**src/hdl/trapezoidal_profile_evaluator_top_macros.svh**
```systemverilog
// assertion helpers shared by the profile evaluator modules
// the body refers to the clk and rst_n of the module that uses it
`ifndef TRAPEZOIDAL_PROFILE_EVALUATOR_TOP_MACROS_SVH
`define TRAPEZOIDAL_PROFILE_EVALUATOR_TOP_MACROS_SVH

`ifndef SYNTHESIS
`define TPE_ASSERT_SAME(label, ante, cons, msg) \
  label: assert property (@(posedge clk) disable iff (!rst_n) (ante) |-> (cons)) \
    else $error(msg);
`define TPE_ASSERT_NEXT(label, ante, cons, msg) \
  label: assert property (@(posedge clk) disable iff (!rst_n) (ante) |=> (cons)) \
    else $error(msg);
`else
`define TPE_ASSERT_SAME(label, ante, cons, msg)
`define TPE_ASSERT_NEXT(label, ante, cons, msg)
`endif

`endif

```
**src/hdl/tpe_pkg.sv**
```systemverilog
package tpe_pkg;

  localparam int POS_W      = 32;
  localparam int TIME_W     = 32;
  localparam int PHASE_W    = 3;
  localparam int CFG_ADDR_W = 4;
  localparam int OP_W       = 64;
  localparam int MUL_W      = 96;
  localparam int NUM_W      = 105;
  localparam int DEN_W      = 72;
  localparam int QB         = 35;
  localparam int QE_W       = QB + 1;
  localparam int CMP_W      = DEN_W + QB;
  localparam int DIV_STAGES = QB + 1;

  // 0.0001 in q8.24
  localparam logic [POS_W-1:0] TINY_LIMIT = 32'd1678;
  localparam logic [TIME_W-1:0] DUR_RESET = 32'd65536;

  typedef enum logic [PHASE_W-1:0] {
    PH_BEFORE = 3'd0,
    PH_ACCEL  = 3'd1,
    PH_CRUISE = 3'd2,
    PH_DECEL  = 3'd3,
    PH_DONE   = 3'd4
  } phase_t;

  typedef enum logic [1:0] {
    REG_START_POS     = 2'd0,
    REG_END_POS       = 2'd1,
    REG_MOVE_DURATION = 2'd2,
    REG_START_TIME    = 2'd3
  } reg_idx_t;

  // register values plus terms derived from them
  typedef struct packed {
    logic signed [POS_W-1:0] start_pos;
    logic signed [POS_W-1:0] end_pos;
    logic [TIME_W-1:0]       dur;
    logic [TIME_W-1:0]       t0;
    logic [POS_W-1:0]        mag;
    logic                    neg;
    logic [34:0]             dur7;
    logic [35:0]             dur13;
    logic [DEN_W-1:0]        den91;
    logic [DEN_W-1:0]        den26;
    logic [DEN_W-1:0]        den13;
  } cfg_view_t;

  // classified request handed from front to back
  typedef struct packed {
    phase_t                  phase;
    logic                    special;
    logic                    neg;
    logic signed [POS_W-1:0] base;
    logic [POS_W-1:0]        mag;
    logic                    pos_sq;
    logic [OP_W-1:0]         pos_op;
    logic [OP_W-1:0]         vel_op;
  } item_t;

endpackage

```
**src/hdl/tpe_queue.sv**
```systemverilog
`include "trapezoidal_profile_evaluator_top_macros.svh"

module tpe_queue import tpe_pkg::*; #(
  parameter int DEPTH = 4
) (
  input  logic  clk,
  input  logic  rst_n,
  input  logic  push,
  input  item_t push_item,
  output logic  full,
  input  logic  pop,
  output logic  empty,
  output item_t head
);

  localparam int PTR_W = $clog2(DEPTH);
  localparam int CNT_W = $clog2(DEPTH + 1);

  item_t mem_r [DEPTH];
  logic [PTR_W-1:0] wr_r, rd_r;
  logic [CNT_W-1:0] count_r;

  assign full  = count_r == CNT_W'(DEPTH);
  assign empty = count_r == '0;
  assign head  = mem_r[rd_r];

  always_ff @(posedge clk) begin
    if (!rst_n) begin
      wr_r    <= '0;
      rd_r    <= '0;
      count_r <= '0;
    end else begin
      if (push) wr_r <= (wr_r == PTR_W'(DEPTH - 1)) ? '0 : wr_r + 1'b1;
      if (pop) rd_r <= (rd_r == PTR_W'(DEPTH - 1)) ? '0 : rd_r + 1'b1;
      if (push && !pop) count_r <= count_r + 1'b1;
      else if (pop && !push) count_r <= count_r - 1'b1;
    end
  end

  always_ff @(posedge clk) begin
    if (push) mem_r[wr_r] <= push_item;
  end

  `TPE_ASSERT_SAME(a_q_push_full, push, !full, "push into full queue")
  `TPE_ASSERT_NEXT(a_q_grow, push && !pop, count_r == $past(count_r) + 1'b1, "queue count did not grow")

endmodule

```
**config.mk**
```make
export PLATFORM = sky130hd
export DESIGN_NAME = tpe_queue
export DESIGN_NICKNAME = d
export VERILOG_FILES = /design/src/hdl/tpe_pkg.sv /design/src/hdl/tpe_queue.sv
export VERILOG_INCLUDE_DIRS = /design/src /design/src/hdl
export SDC_FILE = /design/constraint.sdc
export NUM_CORES = 1
export LEC_CHECK = 0
export ABC_AREA = 1
export BUFFER_PORTS_ARGS = -buffer_cell sky130_fd_sc_hd__buf_2
export CORE_MARGIN = 2
export CORE_UTILIZATION = 25
export CTS_CLUSTER_DIAMETER = 30
export DETAILED_ROUTE_END_ITERATION = 16
export PLACE_DENSITY = 0.45
export RECOVER_POWER = 50
export REMOVE_ABC_BUFFERS = 1
export SETUP_SLACK_MARGIN = 0.3
export SKIP_CTS_REPAIR_TIMING = 1
export SLEW_MARGIN = 40
export SYNTH_ARGS = -nofsm -noshare
export SYNTH_HDL_FRONTEND = slang
export SYNTH_SLANG_ARGS = --single-unit
```
**constraint.sdc**
```tcl
create_clock -name clk -period 10.8 [get_ports clk]
set_clock_uncertainty 0.2 [all_clocks]
set_input_delay 2.16 -clock clk [delete_from_list [all_inputs] [get_ports clk]]
set_output_delay 2.16 -clock clk [all_outputs]
set_load 0.02 [all_outputs]
```
== Yosys cells after proc, flatten, opt, wreduce, memory -nomap -nowiden ==
Memories as Yosys holds them, arrays and structs flattened. A register that Yosys moved wholly into a read port is not among the register bits.
Cells that the tools add are included.

* Register bits after elaboration: 7
* Memory bits (writable): 792
* Input port bits: 202
* Output and inout port bits: 200
* Word-level logic and storage cells: 25
* Memories: 1

* $add $sub $neg: 4
* Equal/unequal tests: 3
* Muxes and demuxes: 8
* Reductions and logical operators: 6

{| class="wikitable"
|+ Memory list
! memory !! words !! bits a word !! read ports !! clocked after Yosys merged registers in !! write ports !! RTL line !! text
|-
| mem_r || 4 || 198 || 1 || 1 || 1 || tpe_queue.sv:19 || <nowiki>item_t mem_r [DEPTH];</nowiki>
|}

{| class="wikitable"
|+ Operators with widths
! operator !! number
|-
| 2-to-1 mux 2 bit || 4
|-
| 2-to-1 mux 3 bit || 2
|-
| adder 2 x 1 -> 2 bit, second input constant || 2
|-
| equality test 2 bit, second input constant || 2
|-
| adder 3 x 1 -> 3 bit, second input constant || 1
|-
| equality test 3 bit, second input constant || 1
|-
| zero test 3 bit || 1
|-
| subtractor 3 x 1 -> 3 bit, second input constant || 1
|-
| logical AND 1 bit || 2
|-
| zero test 1 bit || 2
|-
| 2-to-1 mux 1 bit || 2
|-
| nonzero test 2 bit || 1
|}

== Logic depth before layout (Yosys ltp) ==
* Depth in word-level cells: 4
* Depth in mapped cells: 10
* Depth with buffers taken out: 10

== Least setup slack after synthesis ==
Ideal clock, no wire load.

* Path kind: input to register
* From: in push
* To: mem mem_r[3][0] (netlist name) (enable)
* Library setup time: 0.550 ns
* Data arrival time: 6.000 ns
* Required time: 10.050 ns
* Slack: 4.050 ns
* Cell stages on the path: 2
* Path buffers: 0
* Cells stage by stage: nand2_1 -> inv_1

* Cells in the longest elaborated chain, start to end: 2

{| class="wikitable"
|+ RTL lines
! what !! RTL line !! text
|-
| from (decl) || tpe_queue.sv:8 || <nowiki>input logic push,</nowiki>
|-
| 2-to-1 mux 1 bit || tpe_queue.sv:41 || <nowiki>if (push) mem_r[wr_r] <= push_item;</nowiki>
|-
| 2-to-1 mux 1 bit (not written as such) || tpe_queue.sv:41 ||
|-
| to (decl) || tpe_queue.sv:19 ||
|}

Every way passes these cells.

== Final worst setup path ==
* From: in push
* To: mem mem_r[0][93] (netlist name) (enable)

Same word-level chain as after synthesis.

==> impl_results.md <==
- #FFs+latches synth: 801
- Number of cells on the critical path: 4
- Failing checks: max-capacitance violations, max-slew violations
- Worst path cell trace: clkbuf_1 -> nand2_1 -> clkinvlp_2 -> buf_6
- Multi-input logic area: 4930 um^2
- Seq pwr share: 35.8%
- Launch point of the worst path: push
- Area delta synth->final: 32.6%
- Iteration-0 DRC Markers: 1028
- Synthesized area: 29800 um^2
- Die W: 349 um
- CTS sink cnt: 801
- Drt wl/cell: 18.8 um
- # H-tree levels: 4
- Psw: 2.36 mW
- End of the worst register-to-register path: mem_r[0][93]
- Crit path DAT: 8010 ps
- Minimum clock period: 7810 ps
- CTS buffer count: 182
- Largest net degree at the start of global routing: 178
- Internal Power: 7.72 mW
- DR pass1 iterations: 4
- Met1 wire length: 31.1 mm
- GRT Resource Usage Total: 12.5%
- CTS tree: done
- Buffers & Inverters on Critical Path: 3
- Vias in the first global route: 19400
- Post-Layout Cell Count: 4147
- IO Count: 402
- Power per cell area: 255 nW/um^2
- CP max stage delay: 3840 ps
- Worst r2r path cells: 5
- Hold Fails Final Rpt: 0
- RD Place Congestion: 0.716
- Met3 routed WL: 5.94 mm
- DRC viols: 0
- FP Rows: 126
- Clk slew on worst S/H paths: 40 ps
- Gate power share: 7.4%
- Worst slew margin: -249%
- CP delay by family, top: buffers and inverters
- Sequential area share after synthesis: 80.3%
- P_leak: 13.4 nW
- Final HPWL DP: 40.9 mm
- FILL cells: 11500
- Worst r2r src: wr_r[0]
- Clk pwr share: 56.8%
- RSZ-0062 raised after global routing: no
- Crit path launch type: primary input
- Inst Count DP: 3798
- CP max stage cell: clkinvlp_2
- First-pass GRT wire length: 115 mm
- Die Height: 349 um
- Status: finished, violations left
- Slew of the pin with the lowest slew margin: 5210 ps
- Clock Latency Late Sink: 760 ps
- Critical Setup Path Class: in -> reg
- Achievable Freq: 0.128 GHz
- Final setup viols: 0
- Max capacitance violation total: 1
- Nets: 2659
- Crit Path Max Fanout: 89
- Worst R2R Setup Slack: 3900 ps
- Crit path capture: mem_r[0][93]
- Total power: 10.1 mW
- Full die area: 122000 um^2
- Initial antenna violation count: 13
- Max Root-Sink Buffers: 3
- WL final: 77.8 mm
- Root buf cell: clkbuf_16
- Layout cells sized above 1: 20.3%
- Vias: 18500
- Seq. cell area: 24000 um^2
- Final period utilization: 72.3%
- Critical path required time: 11000 ps
- Initial core utilization: 25.2%
- Setup crit end kind: flop
- Net Sw Frac: 23.4%
- DRT antenna net count: 0
- Post-synthesis cell count: 1973
- Vias per cell: 4.46
- Synth warnings: 0
- Port Buffers: 401
- Distinct cells, synth: 23
- Slew Limit Fails: 90
- Grt ovf: 0
- Worst VDD drop: 0.145 mV
- Avg Inst Size Synth: 15.1 um^2
- WL met2: 38.7 mm
- Core box area: 118000 um^2
- Max layer used: met5
- Worst Hold Class: reg -> reg
## power groups by stage
stage / Sequential, mW / Combinational (mW) / Clock [mW]
finish: 3.60 / 0.747 / 5.73
global placement: 3.65 / 0.749 / 0
floorplan: 3.69 / 0.408 / 0
detailed placement: 3.66 / 0.765 / 0
CTS: 3.60 / 0.768 / 5.84
global route: 3.61 / 0.819 / 6.01
## Yosys cell counts
cell type / instances / area, um^2
inv_8: 1 / 11.3
buf_6: 39 / 439
dfxtp_1: 9 / 180
fa_1: 1 / 20.0
inv_6: 1 / 8.76
clkbuf_1: 65 / 244
ha_1: 6 / 75.1
nand4_1: 1 / 6.26
buf_8: 3 / 45.0
nand2_1: 8 / 30.0
a21oi_1: 3 / 15.0
o22ai_1: 198 / 1240
nand3_1: 1 / 5.00
inv_1: 14 / 52.6
nor2_1: 404 / 1520
o21ai_1: 113 / 566
buf_2: 17 / 85.1
o21ai_0: 286 / 1430
xor2_1: 1 / 8.76
clkbuf_2: 1 / 5.00
edfxtp_1: 792 / 23800
nor3_1: 4 / 20.0
buf_4: 5 / 37.5
## through the flow
step                      hold slack, ps  TNS (ps)  setup WS (ps)  cell area [um^2]  util (%)
after detailed placement             331         0           5370             33100      28.0
final                                334         0           2990             39500      33.4
after global routing                 367         0           2310             39500      33.4
after global placement               300         0           5170             33100      28.0
after CTS                            341         0           4510             39700      33.6
after floorplan                      290   -203100          -1080             29000         -
## metal layers
| metal | vias up | GRT usage [%] |
|---|---|---|
| li1 | 8544 | - |
| met1 | 9271 | 14.1 |
| met2 | 488 | 21.1 |
| met3 | 159 | 4.98 |
| met4 | 20 | 5.04 |
| met5 | - | 0 |
## cells in the final DEF, fill, tap and decap left out, drive strengths merged
master and n:
o22ai 198, inv 24, dfxtp 9, clkbuf 400, buf 223, nand3 1
a21oi 3, ha 6, xor2 1, nand2 8, o21ai 399, fa 1
nand4 1, edfxtp 792, clkinv 73, nor2 404, nor3 4, bufinv 35
diode 5, clkinvlp 24
## final cells by class
type | instances | share of cell area, %
Clock buffer | 200 | 11.7
Timing Repair Buffer | 423 | 5.18
Inverter | 16 | 0.294
Multi-Input combinational cell | 1026 | 12.5
Antenna cell | 5 | 0.0316
Sequential cell | 801 | 60.6
Clock inverter | 140 | 4.81
Tap cell | 1536 | 4.86
## cell families after synthesis
| logic type | count (synthesis) | share of synthesized area (%) |
|---|---|---|
| buf+inv | 146 | 3.11 |
| xor+xnor | 1 | 0.0294 |
| flops | 801 | 80.3 |
| fa+ha+maj | 7 | 0.319 |
| simple gates | 418 | 5.29 |
| compound gates | 600 | 10.9 |
## how the worst min path moves through the flow
stage / startpoint / endpoint / slack (ps) / cells past startpoint
global route: wr_r[1] / wr_r[1] / 370 / 2
detailed placement: rd_r[1] / flop / 330 / 2
CTS: rd_r[1] / flop / 340 / 2
finish: wr_r[1] / wr_r[1] / 330 / 2
global placement: wr_r[1] / wr_r[1] / 300 / 2
floorplan: wr_r[1] / wr_r[1] / 290 / 2
## state kept, by name (all words and copies together) (netlist names), named ones only
register,cells
count_r,3
mem_r,792
rd_r,2
wr_r,2
## tightest hold or removal path, delay by kind of cell, from the launching register on
kind            cells  cell delay (ps)
flops               1              320
buf+inv             1               90
compound gates      1               70
No activity file was read; power rests on OpenSTA's default activity.
