### config.mk
export PLATFORM = sky130hd
export DESIGN_NAME = tpe_cfg
export DESIGN_NICKNAME = d
export VERILOG_FILES = /design/src/hdl/trapezoidal_profile_evaluator_top_macros.svh /design/src/hdl/tpe_pkg.sv /design/src/hdl/tpe_cfg.sv
export SDC_FILE = /design/constraint.sdc
export NUM_CORES = 2
export LEC_CHECK = 0
export ABC_CLOCK_PERIOD_IN_PS = 10000
export BUFFER_PORTS_ARGS = -buffer_cell sky130_fd_sc_hd__buf_2
export CORE_ASPECT_RATIO = 0.5
export CORE_MARGIN = 3
export CORE_UTILIZATION = 40
export DETAILED_ROUTE_END_ITERATION = 8
export PLACE_DENSITY = 0.56
export SLEW_MARGIN = 15
export SYNTH_ARGS = -nofsm -noshare
export SYNTH_HDL_FRONTEND = slang
export SYNTH_SLANG_ARGS = --single-unit
### constraint.sdc
create_clock -name clk -period 10 [get_ports clk]
set_clock_uncertainty 0.2 [all_clocks]
set_input_delay 1 -clock clk [delete_from_list [all_inputs] [get_ports clk]]
set_output_delay 1 -clock clk [all_outputs]
set_load 0.02 [all_outputs]
### src/hdl/trapezoidal_profile_evaluator_top_macros.svh
// assertion helpers shared by the profile evaluator modules
// the body refers to the clk and rst_n of the module that uses it
`ifndef TRAPEZOIDAL_PROFILE_EVALUATOR_TOP_MACROS_SVH
`define TRAPEZOIDAL_PROFILE_EVALUATOR_TOP_MACROS_SVH

`ifndef SYNTHESIS
`define TPE_ASSERT_SAME(label, ante, cons, msg) \
  label: assert property (@(posedge clk) disable iff (!rst_n) (ante) |-> (cons)) \
    else $error(msg);
`define TPE_ASSERT_NEXT(label, ante, cons, msg) \
  label: assert property (@(posedge clk) disable iff (!rst_n) (ante) |=> (cons)) \
    else $error(msg);
`else
`define TPE_ASSERT_SAME(label, ante, cons, msg)
`define TPE_ASSERT_NEXT(label, ante, cons, msg)
`endif

`endif

### src/hdl/tpe_pkg.sv
package tpe_pkg;

  localparam int POS_W      = 32;
  localparam int TIME_W     = 32;
  localparam int PHASE_W    = 3;
  localparam int CFG_ADDR_W = 4;
  localparam int OP_W       = 64;
  localparam int MUL_W      = 96;
  localparam int NUM_W      = 105;
  localparam int DEN_W      = 72;
  localparam int QB         = 35;
  localparam int QE_W       = QB + 1;
  localparam int CMP_W      = DEN_W + QB;
  localparam int DIV_STAGES = QB + 1;

  // 0.0001 in q8.24
  localparam logic [POS_W-1:0] TINY_LIMIT = 32'd1678;
  localparam logic [TIME_W-1:0] DUR_RESET = 32'd65536;

  typedef enum logic [PHASE_W-1:0] {
    PH_BEFORE = 3'd0,
    PH_ACCEL  = 3'd1,
    PH_CRUISE = 3'd2,
    PH_DECEL  = 3'd3,
    PH_DONE   = 3'd4
  } phase_t;

  typedef enum logic [1:0] {
    REG_START_POS     = 2'd0,
    REG_END_POS       = 2'd1,
    REG_MOVE_DURATION = 2'd2,
    REG_START_TIME    = 2'd3
  } reg_idx_t;

  // register values plus terms derived from them
  typedef struct packed {
    logic signed [POS_W-1:0] start_pos;
    logic signed [POS_W-1:0] end_pos;
    logic [TIME_W-1:0]       dur;
    logic [TIME_W-1:0]       t0;
    logic [POS_W-1:0]        mag;
    logic                    neg;
    logic [34:0]             dur7;
    logic [35:0]             dur13;
    logic [DEN_W-1:0]        den91;
    logic [DEN_W-1:0]        den26;
    logic [DEN_W-1:0]        den13;
  } cfg_view_t;

  // classified request handed from front to back
  typedef struct packed {
    phase_t                  phase;
    logic                    special;
    logic                    neg;
    logic signed [POS_W-1:0] base;
    logic [POS_W-1:0]        mag;
    logic                    pos_sq;
    logic [OP_W-1:0]         pos_op;
    logic [OP_W-1:0]         vel_op;
  } item_t;

endpackage

### src/hdl/tpe_cfg.sv
module tpe_cfg import tpe_pkg::*; (
  input  logic                  clk,
  input  logic                  rst_n,
  input  logic                  psel,
  input  logic                  penable,
  input  logic                  pwrite,
  input  logic [CFG_ADDR_W-1:0] paddr,
  input  logic [31:0]           pwdata,
  output logic [31:0]           prdata,
  output logic                  pready,
  output cfg_view_t             view
);

  logic [31:0] start_r, end_r, dur_r, t0_r;
  logic [POS_W-1:0] mag_r;
  logic neg_r;
  logic [63:0] tt_r;
  logic [34:0] dur7_r;
  logic [35:0] dur13_r;
  logic [DEN_W-1:0] den91_r;
  logic signed [32:0] dd;
  logic wr_en;
  reg_idx_t idx;

  assign pready = 1'b1;
  assign wr_en  = psel && penable && pwrite;
  assign idx    = reg_idx_t'(paddr[3:2]);

  always_ff @(posedge clk) begin
    if (!rst_n) begin
      start_r <= '0;
      end_r   <= '0;
      dur_r   <= DUR_RESET;
      t0_r    <= '0;
    end else if (wr_en) begin
      case (idx)
        REG_START_POS:     start_r <= pwdata;
        REG_END_POS:       end_r   <= pwdata;
        REG_MOVE_DURATION: dur_r   <= pwdata;
        REG_START_TIME:    t0_r    <= pwdata;
        default:           t0_r    <= t0_r;
      endcase
    end
  end

  always_comb begin
    case (idx)
      REG_START_POS:     prdata = start_r;
      REG_END_POS:       prdata = end_r;
      REG_MOVE_DURATION: prdata = dur_r;
      REG_START_TIME:    prdata = t0_r;
      default:           prdata = '0;
    endcase
  end

  // derived terms are registered after a write
  assign dd = $signed({end_r[31], end_r}) - $signed({start_r[31], start_r});

  always_ff @(posedge clk) begin
    neg_r   <= dd[32];
    mag_r   <= dd[32] ? 32'(-dd) : dd[31:0];
    tt_r    <= 64'(dur_r) * 64'(dur_r);
    dur7_r  <= 35'(dur_r) * 35'd7;
    dur13_r <= 36'(dur_r) * 36'd13;
    den91_r <= DEN_W'(tt_r) * DEN_W'(91);
  end

  always_comb begin
    view.start_pos = $signed(start_r);
    view.end_pos   = $signed(end_r);
    view.dur       = dur_r;
    view.t0        = t0_r;
    view.mag       = mag_r;
    view.neg       = neg_r;
    view.dur7      = dur7_r;
    view.dur13     = dur13_r;
    view.den91     = den91_r;
    view.den13     = DEN_W'(dur13_r);
    view.den26     = DEN_W'(dur13_r) << 1;
  end

endmodule

# Word level (Yosys, flattened, before mapping)
# Cells that the tools add are included.
# Widths: inputs -> output; s select.
[totals]
mem_bits_ro = 0
latch_bits = 0
memories = 0
output_inout_bits = 481
inputBits = 41
ff_bits = 367
ram_bits = 0
[op_classes]
n_bitwise = 0
shifts = 0
n_addsub = 2
magnitude_cmp = 0
div = 0
n_eq_ne = 3
multipliers = 4
mux = 2
reduce_logical = 7
[ops]
columns = ["operator", "n"]
rows = [
  ["$pmux 32 s4", 1],
  ["$mul 64x7->71 const B", 1],
  ["$mul 32x32->64", 1],
  ["$mul 32x4->36 const B", 1],
  ["$mul 32x3->35 const B", 1],
  ["$sub 32x32->33", 1],
  ["$mux 32", 1],
  ["$neg 32->32", 1],
  ["$reduce_and 2->1", 4],
  ["$eq 2x2->1 const B", 2],
  ["$eq 2x1->1 const B", 1],
  ["$logic_and 1x1->1", 2],
  ["$logic_not 2->1", 1],
]

# Longest topological paths before layout
[logic_depth]
depth_word = 3
ltp_mapped = 30
depth_no_buf = 28

# Least setup slack after synthesis
# Ideal clock, no wire load.
[synth_timing]
path_type = "reg-to-reg"
from = "register dur_r[4]"
to = "register tt_r[63]"
arrival_ps = 8245
path_stages_with_launch = 27
n_path_buf = 2
synth_period_minus_slack_ps = 8566
setup_slack_ps = 1434
setup_time_ps = 121
cell_sequence = "dfxtp_1 -> clkbuf_1 -> clkinv_1 -> clkbuf_1 -> nor2_1 -> fa_1 -> ha_1 -> a31o_2 -> fa_1 -> inv_1 -> fa_1 -> inv_1 -> fa_1 -> fa_1 -> fa_1 -> fa_1 -> ha_1 -> a21o_1 -> a21o_1 -> or3_1 -> o311ai_1 -> a21oi_1 -> o31ai_1 -> o21ai_1 -> a2111oi_0 -> o21bai_1 -> xnor2_1"
[synth_via]
elab_chain_len = 1
[synth_rtl]
columns = ["item", "line", "text"]
rows = [
  ["start, declared", "tpe_cfg.sv:14", "logic [31:0] start_r, end_r, dur_r, t0_r;"],
  ["start signal, assigned", "tpe_cfg.sv:39", "REG_MOVE_DURATION: dur_r <= pwdata;"],
  ["$mul 32x32->64", "tpe_cfg.sv:62", "tt_r <= 64'(dur_r) * 64'(dur_r);"],
  ["end signal, assigned", "tpe_cfg.sv:62", ""],
  ["end, declared", "tpe_cfg.sv:17", "logic [63:0] tt_r;"],
]
# No other way between the ends.
# A chain may end at the register's enable or synchronous reset.

# Worst setup path after layout
[layout_timing]
from = "register dur_r[13]"
to = "register tt_r[63]"
# The elaborated chain is that of the path after synthesis.

==> metrics.md <==
| Metric | Value |
|---|---|
| Chip height | ~270 um |
| Cell area after layout | 62000 um^2 |
| Final WL | approximately 180000 um |
| Setup TNS | 0 ns |
| Crit path time final | about 9.5 ns |
| Max-Cap Viols | 0 |
| Relative slew slack | between 15 and 20% |
| Core area | 139000 um^2 |
| Total number of vias | 42422 |
| DR iter-0 viols | 2892 |
| Worst setup path endpoint | tt_r[63]$_DFF_P_ |
| Fin. max-slew vios | 0 |
| Multi-input combinational cell area | ~43000 um^2 |
| Row count | 96 |
| Post-synthesis sequential element count | 363 |
| CTS tree | yes |
| I/O pin cnt | between 500 and 600 |
| CP max stage delay | 0.79 ns |
| Outcome | complete, no violations |
| Worst Setup End Kind | register |
| Worst Path Required | about 10 ns |
| PD cells | 74.1 nW/um^2 |
| R2R Path End | tt_r[63]$_DFF_P_ |
| Period utilization | 94.8% |
| Top Family by Delay on Critical Path | adder cells |
| IO buf count | roughly 450 |
| Final #Nets | 8048 |
| DIE AREA | ~150000 um^2 |
| H-tree levels | 2 |
| Netlist Area Pre-Place | about 57000 um^2 |
| Syn. warnings | 0 |
| # resized after CTS | 0 |
| Gp weighted congestion | 0.934 |
| Average size of a mapped cell | 9.32 um^2 |
| Crit path from | dur_r[13]$_SDFFE_PN0P_ |
| Largest net degree at the start of global routing | 88 |
| Routed len/inst | ~22 um |
| Initial antenna violation count | 20 |
| Hold Path Class | register to register |
| Vias per inst | 5.12 |
| # DRC | 0 |
| Max VDD drop | 0.105 mV |
| Cells after synthesis | around 6000 |
| Slowest cell on crit path | a21oi_1 |
| Placed inst area | between 60000 and 70000 um^2 |
| Critical Path Fanout Max | 12 |
| Reg2reg start | dur_r[13]$_SDFFE_PN0P_ |
| DRT Pass-1 Iters | 6 |
| EDFF count, synth | 0 |
| Fillers | 13709 |
| Tot GR Track Use | approximately 25% |
| Detailed placement HPWL | 148000 um |
| Routed Antenna Nets | 0 |
| FF+latch area | between 7000 and 8000 um^2 |
| Reg2reg path depth | 25 |
| CP Launch Type | register |
| Total grt overflow | 0 |
| TritonCTS Sinks | 363 |
| Reg2Reg Setup Slack | 0.52 ns |
| Crit-path most repeated cell | fa_1 |
| Setup Buffers After CTS | 0 |
| WP buf/inv | 4 |
| Async set or reset register ratio after synthesis | 0% |
| F_max | 0.106 GHz |
| Share of post-route cells with drive strength above 1 | between 10% and 20% |
| Sequential fraction of the synthesis area | between 10% and 20% |
| Worst skew pair latency | around 0.61 ns |
| Setup Crit Path Kind | register to register |
| Bufs on Longest Clock Path | 3 |
| CTS root buffer | clkbuf_16 |
| Netlist cell types | 89 |
| Crit path DAT | 9.81 ns |
| Final Hold Vio Count | 0 |
| CTS buffer count | 42 |
| Leak | 0.0340 uW |
| Layout area overhead | 9.48% |
| Worst-Margin Slew | 1.24 ns |
| Vias in the first global route | around 44000 |
| Final Setup Violations | 0 |
| Synth Flop Type | dfxtp_1 |
| RSZ-0062 raised after global routing | false |
| WP depth | 25 |
| WHS Path Cells | 0 |
| First-pass GRT wire length | 273000 um |
| Initial core utilization | just over 40% |
| Clock transition at path regs | 0.07 ns |
| # hold bufs at CTS | 0 |
| Die Width | 538 um |
## registers in the layout, summed over array words and instances (netlist names)
register / count
start_r: 32
den91_r: 70
t0_r: 32
dur7_r: 34
dur13_r: 36
dur_r: 32
end_r: 32
neg_r: 1
tt_r: 62
mag_r: 32
## synth_stat cells, types with 116 or more instances
cell | count | area, um^2
clkbuf_1 | 186 | 698
buf_4 | 151 | 1130
nor2_1 | 354 | 1330
dfxtp_1 | 363 | 7270
o21ai_0 | 116 | 581
nand2_1 | 632 | 2370
a21o_1 | 123 | 923
a21oi_1 | 228 | 1140
fa_1 | 1034 | 20700
xnor2_1 | 159 | 1390
ha_1 | 587 | 7340
inv_1 | 1201 | 4510
a21boi_0 | 135 | 1010
## worst reg2reg max path: stages, from the launching register on
cell	delay [ns]
dfxtp_1	0.33
clkinv_1	0.61
buf_4	0.43
nor2_1	0.24
fa_1	0.47
fa_1	0.50
inv_1	0.06
fa_1	0.45
fa_1	0.55
inv_1	0.06
fa_1	0.59
fa_1	0.45
fa_1	0.51
fa_1	0.42
ha_1	0.43
nand3_1	0.15
nor2_1	0.24
nand4_1	0.23
a211oi_1	0.32
o311ai_2	0.25
a21oi_1	0.80
o31ai_1	0.30
o21ai_1	0.34
a2111oi_0	0.16
o21bai_1	0.18
xnor2_1	0.13
## report_power, final
part | switching [uW] | internal, uW
combinational | 806 | 420
sequential | 55.0 | 1580
clock | 734 | 1000
total | 1590 | 3000
## worst min-delay path by stage
| stage | from | endpoint | slack [ns] |
|---|---|---|---|
| after global routing | tt_r[2]$_DFF_P_ | den91_r[2]$_DFF_P_ | 0.19 |
| after CTS | tt_r[2]$_DFF_P_ | den91_r[2]$_DFF_P_ | 0.20 |
| final | tt_r[2]$_DFF_P_ | den91_r[2]$_DFF_P_ | 0.19 |
| after floorplan | tt_r[2]$_DFF_P_ | den91_r[2]$_DFF_P_ | 0.16 |
| after detailed placement | tt_r[2]$_DFF_P_ | den91_r[2]$_DFF_P_ | 0.19 |
| after global placement | tt_r[2]$_DFF_P_ | den91_r[2]$_DFF_P_ | 0.19 |
## cell type report
| type | instances | share of cell area (%) |
|---|---|---|
| timing repair buffer | 562 | 5.13 |
| clock inverter | 19 | 0.424 |
| tap | 1862 | 3.76 |
| inverter | 1217 | 7.37 |
| clock buffer | 58 | 1.99 |
| multi-input combinational | 4200 | 69.6 |
| antenna | 1 | 0.00404 |
| sequential | 363 | 11.7 |
## cells in the final DEF, fill, tap and decap left out, types with 13 or more instances in the layout
| cell | Yosys | final |
|---|---|---|
| o21ai_0 | 116 | 116 |
| nand4_1 | 52 | 52 |
| xor2_1 | 106 | 106 |
| fa_1 | 1034 | 1034 |
| clkinv_1 | 13 | 13 |
| a21boi_0 | 135 | 135 |
| or3_1 | 14 | 14 |
| nand2_1 | 632 | 632 |
| ha_1 | 587 | 587 |
| o21bai_1 | 42 | 42 |
| a21o_1 | 123 | 123 |
| buf_2 | 4 | 445 |
| dfxtp_1 | 363 | 357 |
| nor2b_1 | 28 | 28 |
| buf_4 | 151 | 111 |
| a21oi_1 | 228 | 228 |
| a31oi_1 | 32 | 32 |
| mux4_2 | 32 | 32 |
| inv_1 | 1201 | 1201 |
| conb_1 | 2 | 76 |
| xnor2_1 | 159 | 159 |
| o21a_1 | 25 | 25 |
| or2_2 | 13 | 13 |
| nor3_1 | 35 | 34 |
| o211ai_1 | 14 | 14 |
| a211oi_1 | 25 | 25 |
| nor2_1 | 354 | 353 |
| clkbuf_16 | 0 | 43 |
| a31o_2 | 16 | 16 |
| and3_1 | 32 | 32 |
| and2_1 | 38 | 37 |
| nand3_1 | 57 | 57 |
| nand2b_1 | 27 | 27 |
## metal layers
layer / wire (um) / track usage [%] / part of all wire (%) / up-vias
li1: - / - / - / 19487
met1: 79300 / 34.5 / 44 / 21285
met2: 80600 / 39.2 / 45 / 1373
met3: 13900 / 4.55 / 7.7 / 271
met4: 5720 / 6.72 / 3.2 / 6
met5: 44 / 0 / 0.025 / -
## cells by family after synthesis
family                     Yosys count  synth area share, %
AOI/OAI and AO/OA                  879                 10.4
xor gates and xnor gates           265                 4.10
adders and majority gates         1621                 49.6
buffers and inverters             1580                 11.5
DFF                                363                 12.8
muxes                               39                 1.41
other                                2               0.0133
and+or+nand+nor                   1320                 10.2
## through the flow
stage | hold WS (ns) | total power (uW) | util, % | setup WS [ns] | std cells
after floorplan | 0.159 | 2530 | - | 1.43 | 6143
after CTS | 0.197 | 4650 | 44.7 | 0.434 | 8281
after detailed placement | 0.193 | 2890 | 43.6 | 0.480 | 8204
after global routing | 0.195 | 4810 | 44.7 | 0.121 | 8281
after global placement | 0.194 | 2880 | 43.6 | 0.464 | 8204
final | 0.185 | 4590 | 44.7 | 0.525 | 8282
Power figures use the tool's default switching activity.
