===== src/hdl/trapezoidal_profile_evaluator_top_macros.svh =====
// assertion helpers shared by the profile evaluator modules
// the body refers to the clk and rst_n of the module that uses it
`ifndef TRAPEZOIDAL_PROFILE_EVALUATOR_TOP_MACROS_SVH
`define TRAPEZOIDAL_PROFILE_EVALUATOR_TOP_MACROS_SVH

`ifndef SYNTHESIS
`define TPE_ASSERT_SAME(label, ante, cons, msg) \
  label: assert property (@(posedge clk) disable iff (!rst_n) (ante) |-> (cons)) \
    else $error(msg);
`define TPE_ASSERT_NEXT(label, ante, cons, msg) \
  label: assert property (@(posedge clk) disable iff (!rst_n) (ante) |=> (cons)) \
    else $error(msg);
`else
`define TPE_ASSERT_SAME(label, ante, cons, msg)
`define TPE_ASSERT_NEXT(label, ante, cons, msg)
`endif

`endif


===== src/hdl/tpe_pkg.sv =====
package tpe_pkg;

  localparam int POS_W      = 32;
  localparam int TIME_W     = 32;
  localparam int PHASE_W    = 3;
  localparam int CFG_ADDR_W = 4;
  localparam int OP_W       = 64;
  localparam int MUL_W      = 96;
  localparam int NUM_W      = 105;
  localparam int DEN_W      = 72;
  localparam int QB         = 35;
  localparam int QE_W       = QB + 1;
  localparam int CMP_W      = DEN_W + QB;
  localparam int DIV_STAGES = QB + 1;

  // 0.0001 in q8.24
  localparam logic [POS_W-1:0] TINY_LIMIT = 32'd1678;
  localparam logic [TIME_W-1:0] DUR_RESET = 32'd65536;

  typedef enum logic [PHASE_W-1:0] {
    PH_BEFORE = 3'd0,
    PH_ACCEL  = 3'd1,
    PH_CRUISE = 3'd2,
    PH_DECEL  = 3'd3,
    PH_DONE   = 3'd4
  } phase_t;

  typedef enum logic [1:0] {
    REG_START_POS     = 2'd0,
    REG_END_POS       = 2'd1,
    REG_MOVE_DURATION = 2'd2,
    REG_START_TIME    = 2'd3
  } reg_idx_t;

  // register values plus terms derived from them
  typedef struct packed {
    logic signed [POS_W-1:0] start_pos;
    logic signed [POS_W-1:0] end_pos;
    logic [TIME_W-1:0]       dur;
    logic [TIME_W-1:0]       t0;
    logic [POS_W-1:0]        mag;
    logic                    neg;
    logic [34:0]             dur7;
    logic [35:0]             dur13;
    logic [DEN_W-1:0]        den91;
    logic [DEN_W-1:0]        den26;
    logic [DEN_W-1:0]        den13;
  } cfg_view_t;

  // classified request handed from front to back
  typedef struct packed {
    phase_t                  phase;
    logic                    special;
    logic                    neg;
    logic signed [POS_W-1:0] base;
    logic [POS_W-1:0]        mag;
    logic                    pos_sq;
    logic [OP_W-1:0]         pos_op;
    logic [OP_W-1:0]         vel_op;
  } item_t;

endpackage


===== src/hdl/tpe_ifs.sv =====
interface tpe_in_if;
  logic        valid;
  logic        ready;
  logic [31:0] now;

  modport source (output valid, output now, input ready);
  modport sink (input valid, input now, output ready);
endinterface



===== src/hdl/tpe_front.sv =====
`include "trapezoidal_profile_evaluator_top_macros.svh"

module tpe_front import tpe_pkg::*; (
  input  logic      clk,
  input  logic      rst_n,
  input  cfg_view_t view,
  tpe_in_if.sink    in_if,
  input  logic      full,
  output logic      push,
  output item_t     push_item
);

  logic f1_v_r, f2_v_r;
  logic [TIME_W-1:0] el_r;
  item_t item_r, item_nxt;
  logic f_adv;

  logic [30:0] u;
  logic [36:0] u20;
  logic [37:0] cv;
  logic [TIME_W-1:0] w;
  logic tiny, over, in_acc, in_cru;

  assign f_adv       = !f2_v_r || !full;
  assign push        = f2_v_r && !full;
  assign push_item   = item_r;
  assign in_if.ready = f_adv || !f1_v_r;

  // elapsed time, wrapping difference read signed
  always_ff @(posedge clk) begin
    if (!rst_n) begin
      f1_v_r <= 1'b0;
      f2_v_r <= 1'b0;
    end else begin
      if (f_adv || !f1_v_r) f1_v_r <= in_if.valid;
      if (f_adv) f2_v_r <= f1_v_r;
    end
  end

  always_ff @(posedge clk) begin
    if (f_adv || !f1_v_r) el_r <= in_if.now - view.t0;
    if (f_adv) item_r <= item_nxt;
  end

  assign u      = el_r[30:0];
  assign u20    = 37'(u) * 37'd20;
  assign tiny   = view.mag < TINY_LIMIT;
  assign over   = (view.dur == '0) || ({1'b0, u} > view.dur);
  assign in_acc = u20 <= 37'(view.dur7);
  assign in_cru = u20 <= 37'(view.dur13);
  assign w      = view.dur - {1'b0, u};
  assign cv     = 38'(u) * 38'd40 - 38'(view.dur7);

  always_comb begin
    item_nxt.phase   = PH_DONE;
    item_nxt.special = 1'b1;
    item_nxt.neg     = view.neg;
    item_nxt.base    = view.start_pos;
    item_nxt.mag     = view.mag;
    item_nxt.pos_sq  = 1'b0;
    item_nxt.pos_op  = 64'(u);
    item_nxt.vel_op  = 64'(u) << 16;
    if (tiny) begin
      item_nxt.phase = PH_DONE;
    end else if (el_r[31]) begin
      item_nxt.phase = PH_BEFORE;
    end else if (over) begin
      item_nxt.base = view.end_pos;
    end else if (in_acc) begin
      item_nxt.phase   = PH_ACCEL;
      item_nxt.special = 1'b0;
      item_nxt.pos_sq  = 1'b1;
    end else if (in_cru) begin
      item_nxt.phase   = PH_CRUISE;
      item_nxt.special = 1'b0;
      item_nxt.pos_op  = 64'(cv);
      item_nxt.vel_op  = 64'd65536;
    end else begin
      // decelerate, measured back from the end of the move
      item_nxt.phase   = PH_DECEL;
      item_nxt.special = 1'b0;
      item_nxt.base    = view.end_pos;
      item_nxt.pos_sq  = 1'b1;
      item_nxt.pos_op  = 64'(w);
      item_nxt.vel_op  = 64'(w) << 16;
    end
  end

  `TPE_ASSERT_NEXT(a_front_hold, f2_v_r && full, f2_v_r && (item_r == $past(item_r)), "front request lost while queue full")

endmodule


===== src/flat_wrapper.sv =====
// flat-port wrapper written by rule: the top's interface ports become plain ports
module tpe_front_flat import tpe_pkg::*;
  (clk, rst_n, view, full, push, push_item, in_if_valid, in_if_now, in_if_ready);
  tpe_in_if in_if_i ();
  input  logic clk;
  input  logic rst_n;
  input  cfg_view_t view;
  input  logic full;
  output logic push;
  output item_t push_item;
  input wire logic [$bits(in_if_i.valid)-1:0] in_if_valid;
  input wire logic [$bits(in_if_i.now)-1:0] in_if_now;
  output wire logic [$bits(in_if_i.ready)-1:0] in_if_ready;
  assign in_if_i.valid = in_if_valid;
  assign in_if_i.now = in_if_now;
  assign in_if_ready = in_if_i.ready;
  tpe_front u_core (.clk(clk), .rst_n(rst_n), .view(view), .in_if(in_if_i), .full(full), .push(push), .push_item(push_item));
endmodule

===== config.mk =====
export PLATFORM = sky130hd
export DESIGN_NAME = tpe_front_flat
export DESIGN_NICKNAME = d
export VERILOG_FILES = /design/src/hdl/tpe_pkg.sv /design/src/hdl/tpe_ifs.sv /design/src/hdl/tpe_front.sv /design/src/flat_wrapper.sv
export VERILOG_INCLUDE_DIRS = /design/src /design/src/hdl
export SDC_FILE = /design/constraint.sdc
export NUM_CORES = 1
export LEC_CHECK = 0
export BUFFER_PORTS_ARGS = -buffer_cell sky130_fd_sc_hd__buf_2
export CAP_MARGIN = 20
export CORE_AREA = 5 5 266 268
export DETAILED_ROUTE_END_ITERATION = 10
export DIE_AREA = 0 0 271 273
export PLACE_DENSITY = 0.56
export RECOVER_POWER = 25
export REMOVE_ABC_BUFFERS = 1
export SETUP_SLACK_MARGIN = 0.2
export SYNTH_ARGS = -nofsm -noshare
export SYNTH_HDL_FRONTEND = slang
export SYNTH_SLANG_ARGS = --single-unit

===== constraint.sdc =====
create_clock -name clk -period 12.16 [get_ports clk]
set_input_delay 0.608 -clock clk [delete_from_list [all_inputs] [get_ports clk]]
set_output_delay 0.608 -clock clk [all_outputs]
set_load 0.01 [all_outputs]

---- Word-level counts from Yosys, hierarchy flattened ----
Cells that the tools add are included.
word-level totals
  flip-flop bits (word level) ............. 206
  bits in latches ......................... 0
  RAM bits ................................ 0
  ROM bits ................................ 0
  input port bits ......................... 484
  memories ................................ 0
cells by class
  add/subtract/negate cells ............... 3
  $mul .................................... 2
  divide/modulo/power cells ............... 0
  order comparisons ....................... 4
  equality and inequality tests ........... 0
  shifts and indexed selects .............. 0
  mux-type cells .......................... 16
  bitwise operators ....................... 1
  reductions and logical operators ........ 12
operators by type and width
  kind                   count
  $mux 95                4
  $mux 32                5
  $mux 96                1
  $mul 31x3->34 const B  2
  $sub 37x35->38         1
  $le 36x35->1           1
  $le 36x36->1           1
  $gt 31x32->1           1
  $logic_not 32->1       1
  $lt 32x11->1 const B   1
  $sub 32x31->32         1
  $sub 32x32->32         1
  $reduce_or 5->1        2
  $mux 4                 2
  $reduce_or 4->1        1
  $logic_not 1->1        3
  $logic_or 1x1->1       3
  $mux 3                 1
  $reduce_or 3->1        1
  $mux 1                 2
  $mux 2                 1
  $logic_and 1x1->1      1
  $not 1->1              1

---- Longest topological paths before layout ----
Gate-level depths: netlist of run 1.
  word-level depth ........................ 7
  mapped depth ............................ 27
  mapped depth without buffers ............ 25

---- Worst setup path before layout of run 1 ----
No wires, ideal clock.
  path type ............................... register -> register
  start point ............................. register u_core.el_r[1]
  end point ............................... register u_core.item_r, in the netlist u_core.push_item[162], data pin
  arrival time ............................ 5068 ps
  data required time ...................... 11898 ps
  slack ................................... 6830 ps
  stages on the path, launching flop included .. 26
  period minus slack after synthesis ...... 5330 ps
  path through ............................ edfxtp_1 > ha_1 > ha_1 > inv_1 > fa_1 > nor2b_1 > o31a_1 > o31a_1 > o21ai_0 > a21boi_0 > o21ai_0 > nand2b_1 > a21o_1 > a21oi_1 > xnor2_1 > ha_1 > nand4_1 > or3_1 > o21ai_0 > a211oi_1 > o32a_1 > or2_1 > o21ai_0 > nand2_1 > buf_6 > mux2_1
RTL lines
  element                 RTL line         source
  from (decl)             tpe_front.sv:14  logic [TIME_W-1:0] el_r;
  from (signal assigned)  tpe_front.sv:41  if (f_adv || !f1_v_r) el_r <= in_if.now - view.t0;
  to (signal assigned)    tpe_front.sv:42  if (f_adv) item_r <= item_nxt;
  to (decl)               tpe_front.sv:15  item_t item_r, item_nxt;

==> results of run 1 <==
-- critical path, cell delays in order (launching register included) --
cell and delay, ns:
edfxtp_1 0.55, ha_1 0.36, ha_1 0.23, inv_1 0.07, fa_1 0.20, nor2b_1 0.06
o31a_1 0.28, o31ai_1 0.64, nand2_1 0.27, a21oi_1 0.29, a21oi_1 0.14, a21o_1 0.20
a21oi_1 0.17, xnor2_1 0.17, ha_1 0.34, nand4_1 0.15, or4_1 0.65, a31oi_1 0.39
o22a_1 0.28, o211ai_4 0.08, buf_4 0.28, inv_2 0.47, o21ai_1 0.22, a31o_1 0.24
-- through the flow --
stage / hold WS (ns) / power [mW] / util, %
after detailed placement: 0.499 / 4.21 / 27.0
after global routing: 0.270 / 5.24 / 27.8
after global placement: 0.492 / 4.20 / 27.0
final: 0.304 / 4.76 / 27.8
after CTS: 0.250 / 4.84 / 27.9
after floorplan: 0.458 / 3.15 / -
-- synth_stat cells (22+ instances only) --
cell / number
ha_1: 220
nand4_1: 32
o21ai_1: 29
nor3_1: 34
a21o_1: 59
nand3_1: 23
nor2_1: 88
a21oi_1: 108
buf_4: 61
xnor2_1: 65
inv_1: 170
o21bai_1: 35
nand2_1: 81
edfxtp_1: 171
xor2_1: 36
nand2b_1: 22
o21ai_0: 98
or3_1: 23
-- kinds of logic after synthesis --
family | count (synthesis) | synth area share (%)
simple gates | 390 | 13.0
compound gates | 464 | 19.7
mux | 32 | 2.32
buf+inv | 255 | 7.90
fa+ha+maj | 223 | 18.1
flops | 173 | 33.3
xor+xnor | 102 | 5.79
other cells | 1 | 0.0241
-- final timing paths --
| kind | start | end | slack [ns] | depth (start not counted) |
|---|---|---|---|---|
| hold / removal | view[288] | u_core.push_item[129]$_DFFE_PP_ | 0.30 | 1 |
| setup / recovery | u_core.el_r[1]$_DFFE_PP_ | u_core.push_item[88]$_DFFE_PP_ | 5.12 | 23 |
| hold reg to reg | u_core.f1_v_r$_SDFFE_PN0P_ | u_core.f2_v_r$_SDFFE_PN0P_ | 0.52 | 2 |
| setup reg to reg | u_core.el_r[1]$_DFFE_PP_ | u_core.push_item[88]$_DFFE_PP_ | 5.12 | 23 |
-- power by group --
| part | total, mW | internal (mW) | leakage, nW | switching [mW] |
|---|---|---|---|---|
| clock | 0.591 | 0.309 | 0.281 | 0.281 |
| sequential | 0.996 | 0.903 | 1.83 | 0.0929 |
| combinational | 3.17 | 1.23 | 6.77 | 1.95 |
| total | 4.76 | 2.44 | 8.88 | 2.32 |
-- final cells by class --
cell class | instances | area (sq um)
diodes | 9 | 22.5
clock buffers | 20 | 437
clock inverters | 12 | 150
fillers | 7317 | 49100
inverters | 171 | 642
multi-input cells | 1269 | 9380
flip-flops and latches | 173 | 5170
well taps | 882 | 1100
repair buffers | 417 | 2050
-- state kept, by name (all words and copies together), names as in the netlist --
name,flops
u_core.el_r,32
u_core.f1_v_r,1
u_core.f2_v_r,1
u_core.push_item,139
-- metal layers --
| metal | vias to the layer above | track usage, % |
|---|---|---|
| met3 | 89 | 5.11 |
| li1 | 6754 | - |
| met5 | - | 0 |
| met1 | 6372 | 17.1 |
| met4 | 32 | 5.63 |
| met2 | 407 | 25.3 |
==> run metrics, run 1 <==
outcome finished with violations; failing checks max-capacitance violations, max-slew violations; Worst Max-Slew Pin Slew 1.88 ns; crit path max fanout 43; met3 wire length 4490 um; mean post-synth cell area 9.49 sq um; chip width 271 um; DRC Markers 0; top cells by area, synth edfxtp_1 (33%), ha_1 (18%), inv_1 (4.1%); H-tree depth 4; clk slew on worst S/H paths 0.07 ns; Routed WL 56500 um; Async SR Flop Fraction 0%; # clock sinks 173; antenna violations before repair 23; placed instance area 18400 sq um; root buffer cell clkbuf_16; Synth Cell Area 15600 sq um; final instance area 19000 sq um; Max Root-Sink Buffers 2; port bufs 409; Initial Util 22.8%; Vias/cell 4.62; dpl hpwl 47600 um; Final Skew 0.0145 ns; Core ar. 68100 sq um; EDFF count, synth 171; Final Cycle Share 57.9%; final setup fails 0; DRT met1 WL 23400 um; f_max 142 MHz; Iteration-0 DRC Markers 655; Layout Cells excl Fill 2953; placed cells 2912; PnR worst setup slack 5.12 ns; Syn. warnings 0; clock period minus worst slack 7.04 ns; proportion of layout cells with a drive suffix above 1 21.9%; Post-CTS Repair Setup Buffers 0; Top FF cell, synth edfxtp_1; leading area contributor after synthesis edfxtp_1; Final #Nets 2756; sequential share of the synthesized area 33.3%; max-cap violations 2; CP arrival 7.28 ns; Site Rows 96; CP endpoint kind flip-flop; cts hold-fix bufs 0; Die Ht 273 um; Mapped Cells 1640; cts repair resizes 0; first-pass GRT wire length 81900 um; drt pass-1 iters 5; RSZ-0062 raised after global routing false; Max Slew Vio Count 66; CP required 12.40 ns; CTS tree yes; Worst slew margin -25.4%; WL met2 26600 um; setup slack at placement 5.01 ns; worst vdd ir 0.000115 V; final hold violation count 0; startpoint types flip-flop; post-synthesis sequential element count 173; power per cell area 251 nW/um^2; vias in the first global route 13700; P&R area growth vs syn 21.8%; post-route ant nets 0; WL per Instance 19.1 um; pin count of the biggest net entering global routing 68; die area 74000 sq um; Via Count 13700; Synth cell types 87; max layer used met5; static leakage 8.88 nW; remaining global-route overflow 0; setup TNS 0 ns; total CTS buffers 17; commonest non-fill, non-tap cells in the layout buf_2 (368), ha_1 (220), edfxtp_1 (171), inv_1 (170), a21oi_1 (108); post-synth top area share 33.0%; Top Ports 684; critical path type flip-flop to flip-flop; final RePlAce weighted congestion 0.840; HP Class input port to flip-flop; commonest non-fill, non-tap cell in the layout buf_2; Clk Latency, worst-skew pair 0.49 ns; all-layer global routing usage 14.8%
Power figures use the tool's default switching activity.
==> inputs of run 2 (changes only) <==
- ABC_AREA: default -> 1
- PLACE_DENSITY: 0.56 -> 0.59
- clock period: 12.16 -> 5.6 ns (I/O delays scaled with it)
==> run metrics, run 2 <==
Die Ht 273 um (unchanged); Max Slew Vio Count 35 (was 66); max FFs per register 139 (unchanged); Pwr Total 12.1 mW (was 4.76 mW); DRC Markers 0 (unchanged); Synth cell types 49 (was 87); Crit path max-delay family compound AO/OA/AOI/OAI gates (unchanged); CTS tree yes (unchanged); post-synth top area share 30.6% (was 33.0%); Mapped Cells 2235 (was 1640); chip width 271 um (unchanged); Clk Latency, worst-skew pair 0.49 ns (about the same); first-pass GRT wire length 93600 um (was 81900 um); Worst slew margin -26.2% (was -25.4%); post-route ant nets 0 (unchanged); CP endpoint kind flip-flop (unchanged); root buffer cell clkbuf_16 (unchanged); setup slack at placement 0.482 ns (was 5.01 ns); Top FF cell, synth edfxtp_1 (unchanged); power per cell area 583 nW/um^2 (was 251 nW/um^2); Syn. warnings 0 (unchanged); commonest non-fill, non-tap cell in the layout nand2_1 (was buf_2); P&R area growth vs syn 23.6% (was 21.8%); remaining global-route overflow 0 (unchanged); RSZ-0062 raised after global routing true (was false); drt pass-1 iters 6 (was 5); total CTS buffers 17 (unchanged); most instantiated cells after synthesis nand2_1 (534), inv_1 (302), ha_1 (220) (was ha_1 (220), edfxtp_1 (171), inv_1 (170)); HP Class input port to flip-flop (unchanged); Top Ports 684 (unchanged); utilization after layout 30.5% (was 27.8%); startpoint types flip-flop (unchanged); worst vdd ir 0.000307 V (was 0.000115 V); clock period minus worst slack 5.17 ns (was 7.04 ns); Net Sw Frac 53.4% (was 48.8%); proportion of layout cells with a drive suffix above 1 16.2% (was 21.9%); Reg power frac 18.5% (was 20.9%); pin count of the biggest net entering global routing 82 (was 68); # clock sinks 173 (unchanged); outcome finished with violations (unchanged); Max Root-Sink Buffers 2 (unchanged); vias in the first global route 16000 (was 13700); critical path type flip-flop to flip-flop (unchanged); Via Count 16300 (was 13700); all-layer global routing usage 16.6% (was 14.8%); Core ar. 68100 sq um (unchanged); Buf+Inv Stages, Crit Path 2 (was 3); CP arrival 5.38 ns (was 7.28 ns); setup TNS 0 ns (unchanged); mean post-synth cell area 7.52 sq um (was 9.49 sq um); Final Cycle Share 92.4% (was 57.9%); slowest CP cell edfxtp_1 (was or4_1); port bufs 409 (unchanged); sequential share of the synthesized area 30.8% (was 33.3%); CP required 5.80 ns (was 12.40 ns); Site Rows 96 (unchanged); worst-path cell chain ha_1, ha_1, a21oi_1, nand2_1, a21oi_1, nand2_2, a31oi_1, o21bai_2, a21oi_1, xor2_2, ha_1, a21oi_1, nor2_1, nor2_1, nand3_1, a21oi_1, nand3_1, nand2_1, inv_2, nand3_4, nor2_2, buf_12, nand2_1, nand3_1 (was ha_1, ha_1, inv_1, fa_1, nor2b_1, o31a_1, o31ai_1, nand2_1, a21oi_1, a21oi_1, a21o_1, a21oi_1, xnor2_1, ha_1, nand4_1, or4_1, a31oi_1, o22a_1, o211ai_4, buf_4, inv_2, o21ai_1, a31o_1); Synth Cell Area 16800 sq um (was 15600 sq um); dpl hpwl 54900 um (was 47600 um); final hold violation count 0 (unchanged); Comb power frac 70.8% (was 66.7%); leading area contributor after synthesis edfxtp_1 (unchanged); commonest non-fill, non-tap cells in the layout nand2_1 (533), buf_2 (329), inv_1 (302), ha_1 (220), a21oi_1 (190) (was buf_2 (368), ha_1 (220), edfxtp_1 (171), inv_1 (170), a21oi_1 (108)); n_diodes 0 (was 9); die area 74000 sq um (unchanged); max-cap violations 1 (was 2); WL per Instance 17.7 um (was 19.1 um); post-synthesis sequential element count 173 (unchanged); H-tree depth 4 (unchanged); Iteration-0 DRC Markers 981 (was 655); count leader, synth nand2_1 (was ha_1); Vias/cell 4.54 (was 4.62); crit path max fanout 29 (was 43); clk slew on worst S/H paths 0.08 ns (was 0.07 ns); Async SR Flop Fraction 0% (unchanged); Final Skew 0.0159 ns (was 0.0145 ns); switching power 6.46 mW (was 2.32 mW); static leakage 10.4 nW (was 8.88 nW); Pint 5.64 mW (was 2.44 mW); EDFF count, synth 171 (unchanged); top cells by area, synth edfxtp_1 (31%), ha_1 (16%), nand2_1 (12%) (was edfxtp_1 (33%), ha_1 (18%), inv_1 (4.1%)); Initial Util 24.7% (was 22.8%); final RePlAce weighted congestion 0.915 (was 0.840); final setup fails 0 (unchanged); Crit path top cell by count a21oi_1; Final #Nets 3405 (was 2756); f_max 193 MHz (was 142 MHz); PnR worst setup slack 0.427 ns (was 5.12 ns); CP peak stage delay 0.54 ns (was 0.65 ns); clock share of power 10.7% (was 12.4%); failing checks max-capacitance violations, max-slew violations (unchanged); WHS 0.0511 ns (was 0.304 ns); Worst Max-Slew Pin Slew 1.89 ns (was 1.88 ns); antenna violations before repair 2 (was 23); Routed WL 63800 um (was 56500 um)
[run 2: changes by cell type after synthesis, sizes merged, moves of 23 or more]
| cell | before | now |
|---|---|---|
| xor2 | 36 | 61 |
| inv | 171 | 311 |
| a21oi | 112 | 192 |
| nand2 | 81 | 556 |
| nand3 | 23 | 172 |
| a21o | 59 | 8 |
| mux2 | 32 | 0 |
| nor2 | 88 | 185 |
| o21ai | 128 | 93 |
| o21bai | 36 | 11 |
| or3 | 23 | 0 |
[run 2: metrics by stage]
stage	area, sq um	instances
floorplan	16400	2211
global placement	19800	3517
detailed placement	19800	3517
CTS	20800	3587
global route	20800	3593
finish	20800	3593
[run 2: path summary, 6_finish.rpt]
check,from,end,slack (ns),depth (start not counted)
max reg2reg,u_core.el_r[10]$_DFFE_PP_,u_core.push_item[73]$_DFFE_PP_,0.43,24
min,view[429],u_core.push_item[174]$_DFFE_PP_,0.05,3
max,u_core.el_r[10]$_DFFE_PP_,u_core.push_item[73]$_DFFE_PP_,0.43,24
min reg2reg,u_core.f1_v_r$_SDFFE_PN0P_,u_core.f2_v_r$_SDFFE_PN0P_,0.46,2
[run 2: cell families after synthesis]
group / share of synthesized area (%)
and+or+nand+nor: 25.2
buffers and inverters: 10.4
AOI/OAI and AO/OA: 11.1
adders and majority gates: 16.7
DFF: 30.8
xor gates and xnor gates: 5.79
other: 0.0223
[run 2: what timing repair did]
item,4_1_cts,5_1_grt
gates resized for setup,0,5
setup buffers,0,6
hold buffers,38,0
setup endpoints to repair,0,73
hold endpoints to repair,37,0
[run 2: final cells by class]
class                   instances  area [sq um]
fillers                      7541         47300
multi-input cells            1727         10100
clock buffers                  17           425
well taps                     882          1100
flip-flops and latches        173          5170
clock inverters                15           216
repair buffers                468          2540
inverters                     311          1170
[run 2: power groups by stage]
stage / clock network (mW) / registers (mW) / logic (mW)
floorplan: 0 / 2.37 / 5.44
global placement: 0 / 2.28 / 8.40
detailed placement: 0 / 2.28 / 8.46
CTS: 1.35 / 2.25 / 8.52
global route: 1.40 / 2.28 / 9.63
finish: 1.29 / 2.24 / 8.57
[run 2: per-layer routing]
| layer | GRT usage (%) | share of wire [%] | up-vias | routed length (um) |
|---|---|---|---|---|
| met2 | 28.5 | 48 | 544 | 30500 |
| met4 | 5.36 | 2.7 | 2 | 1750 |
| met1 | 21.1 | 43 | 7379 | 27500 |
| li1 | - | - | 8303 | - |
| met3 | 3.27 | 6.2 | 70 | 3960 |
| met5 | 0 | 0.020 | - | 13 |
[run 2: worst reg2reg max path, cell delays in order, from the launching register on]
cell	delay, ns
edfxtp_1	0.54
ha_1	0.37
ha_1	0.37
a21oi_1	0.24
nand2_1	0.11
a21oi_1	0.16
nand2_2	0.12
a31oi_1	0.30
o21bai_2	0.14
a21oi_1	0.26
xor2_2	0.29
ha_1	0.30
a21oi_1	0.16
nor2_1	0.06
nor2_1	0.08
nand3_1	0.13
a21oi_1	0.15
nand3_1	0.23
nand2_1	0.21
inv_2	0.10
nand3_4	0.10
nor2_2	0.05
buf_12	0.20
nand2_1	0.12
nand3_1	0.12
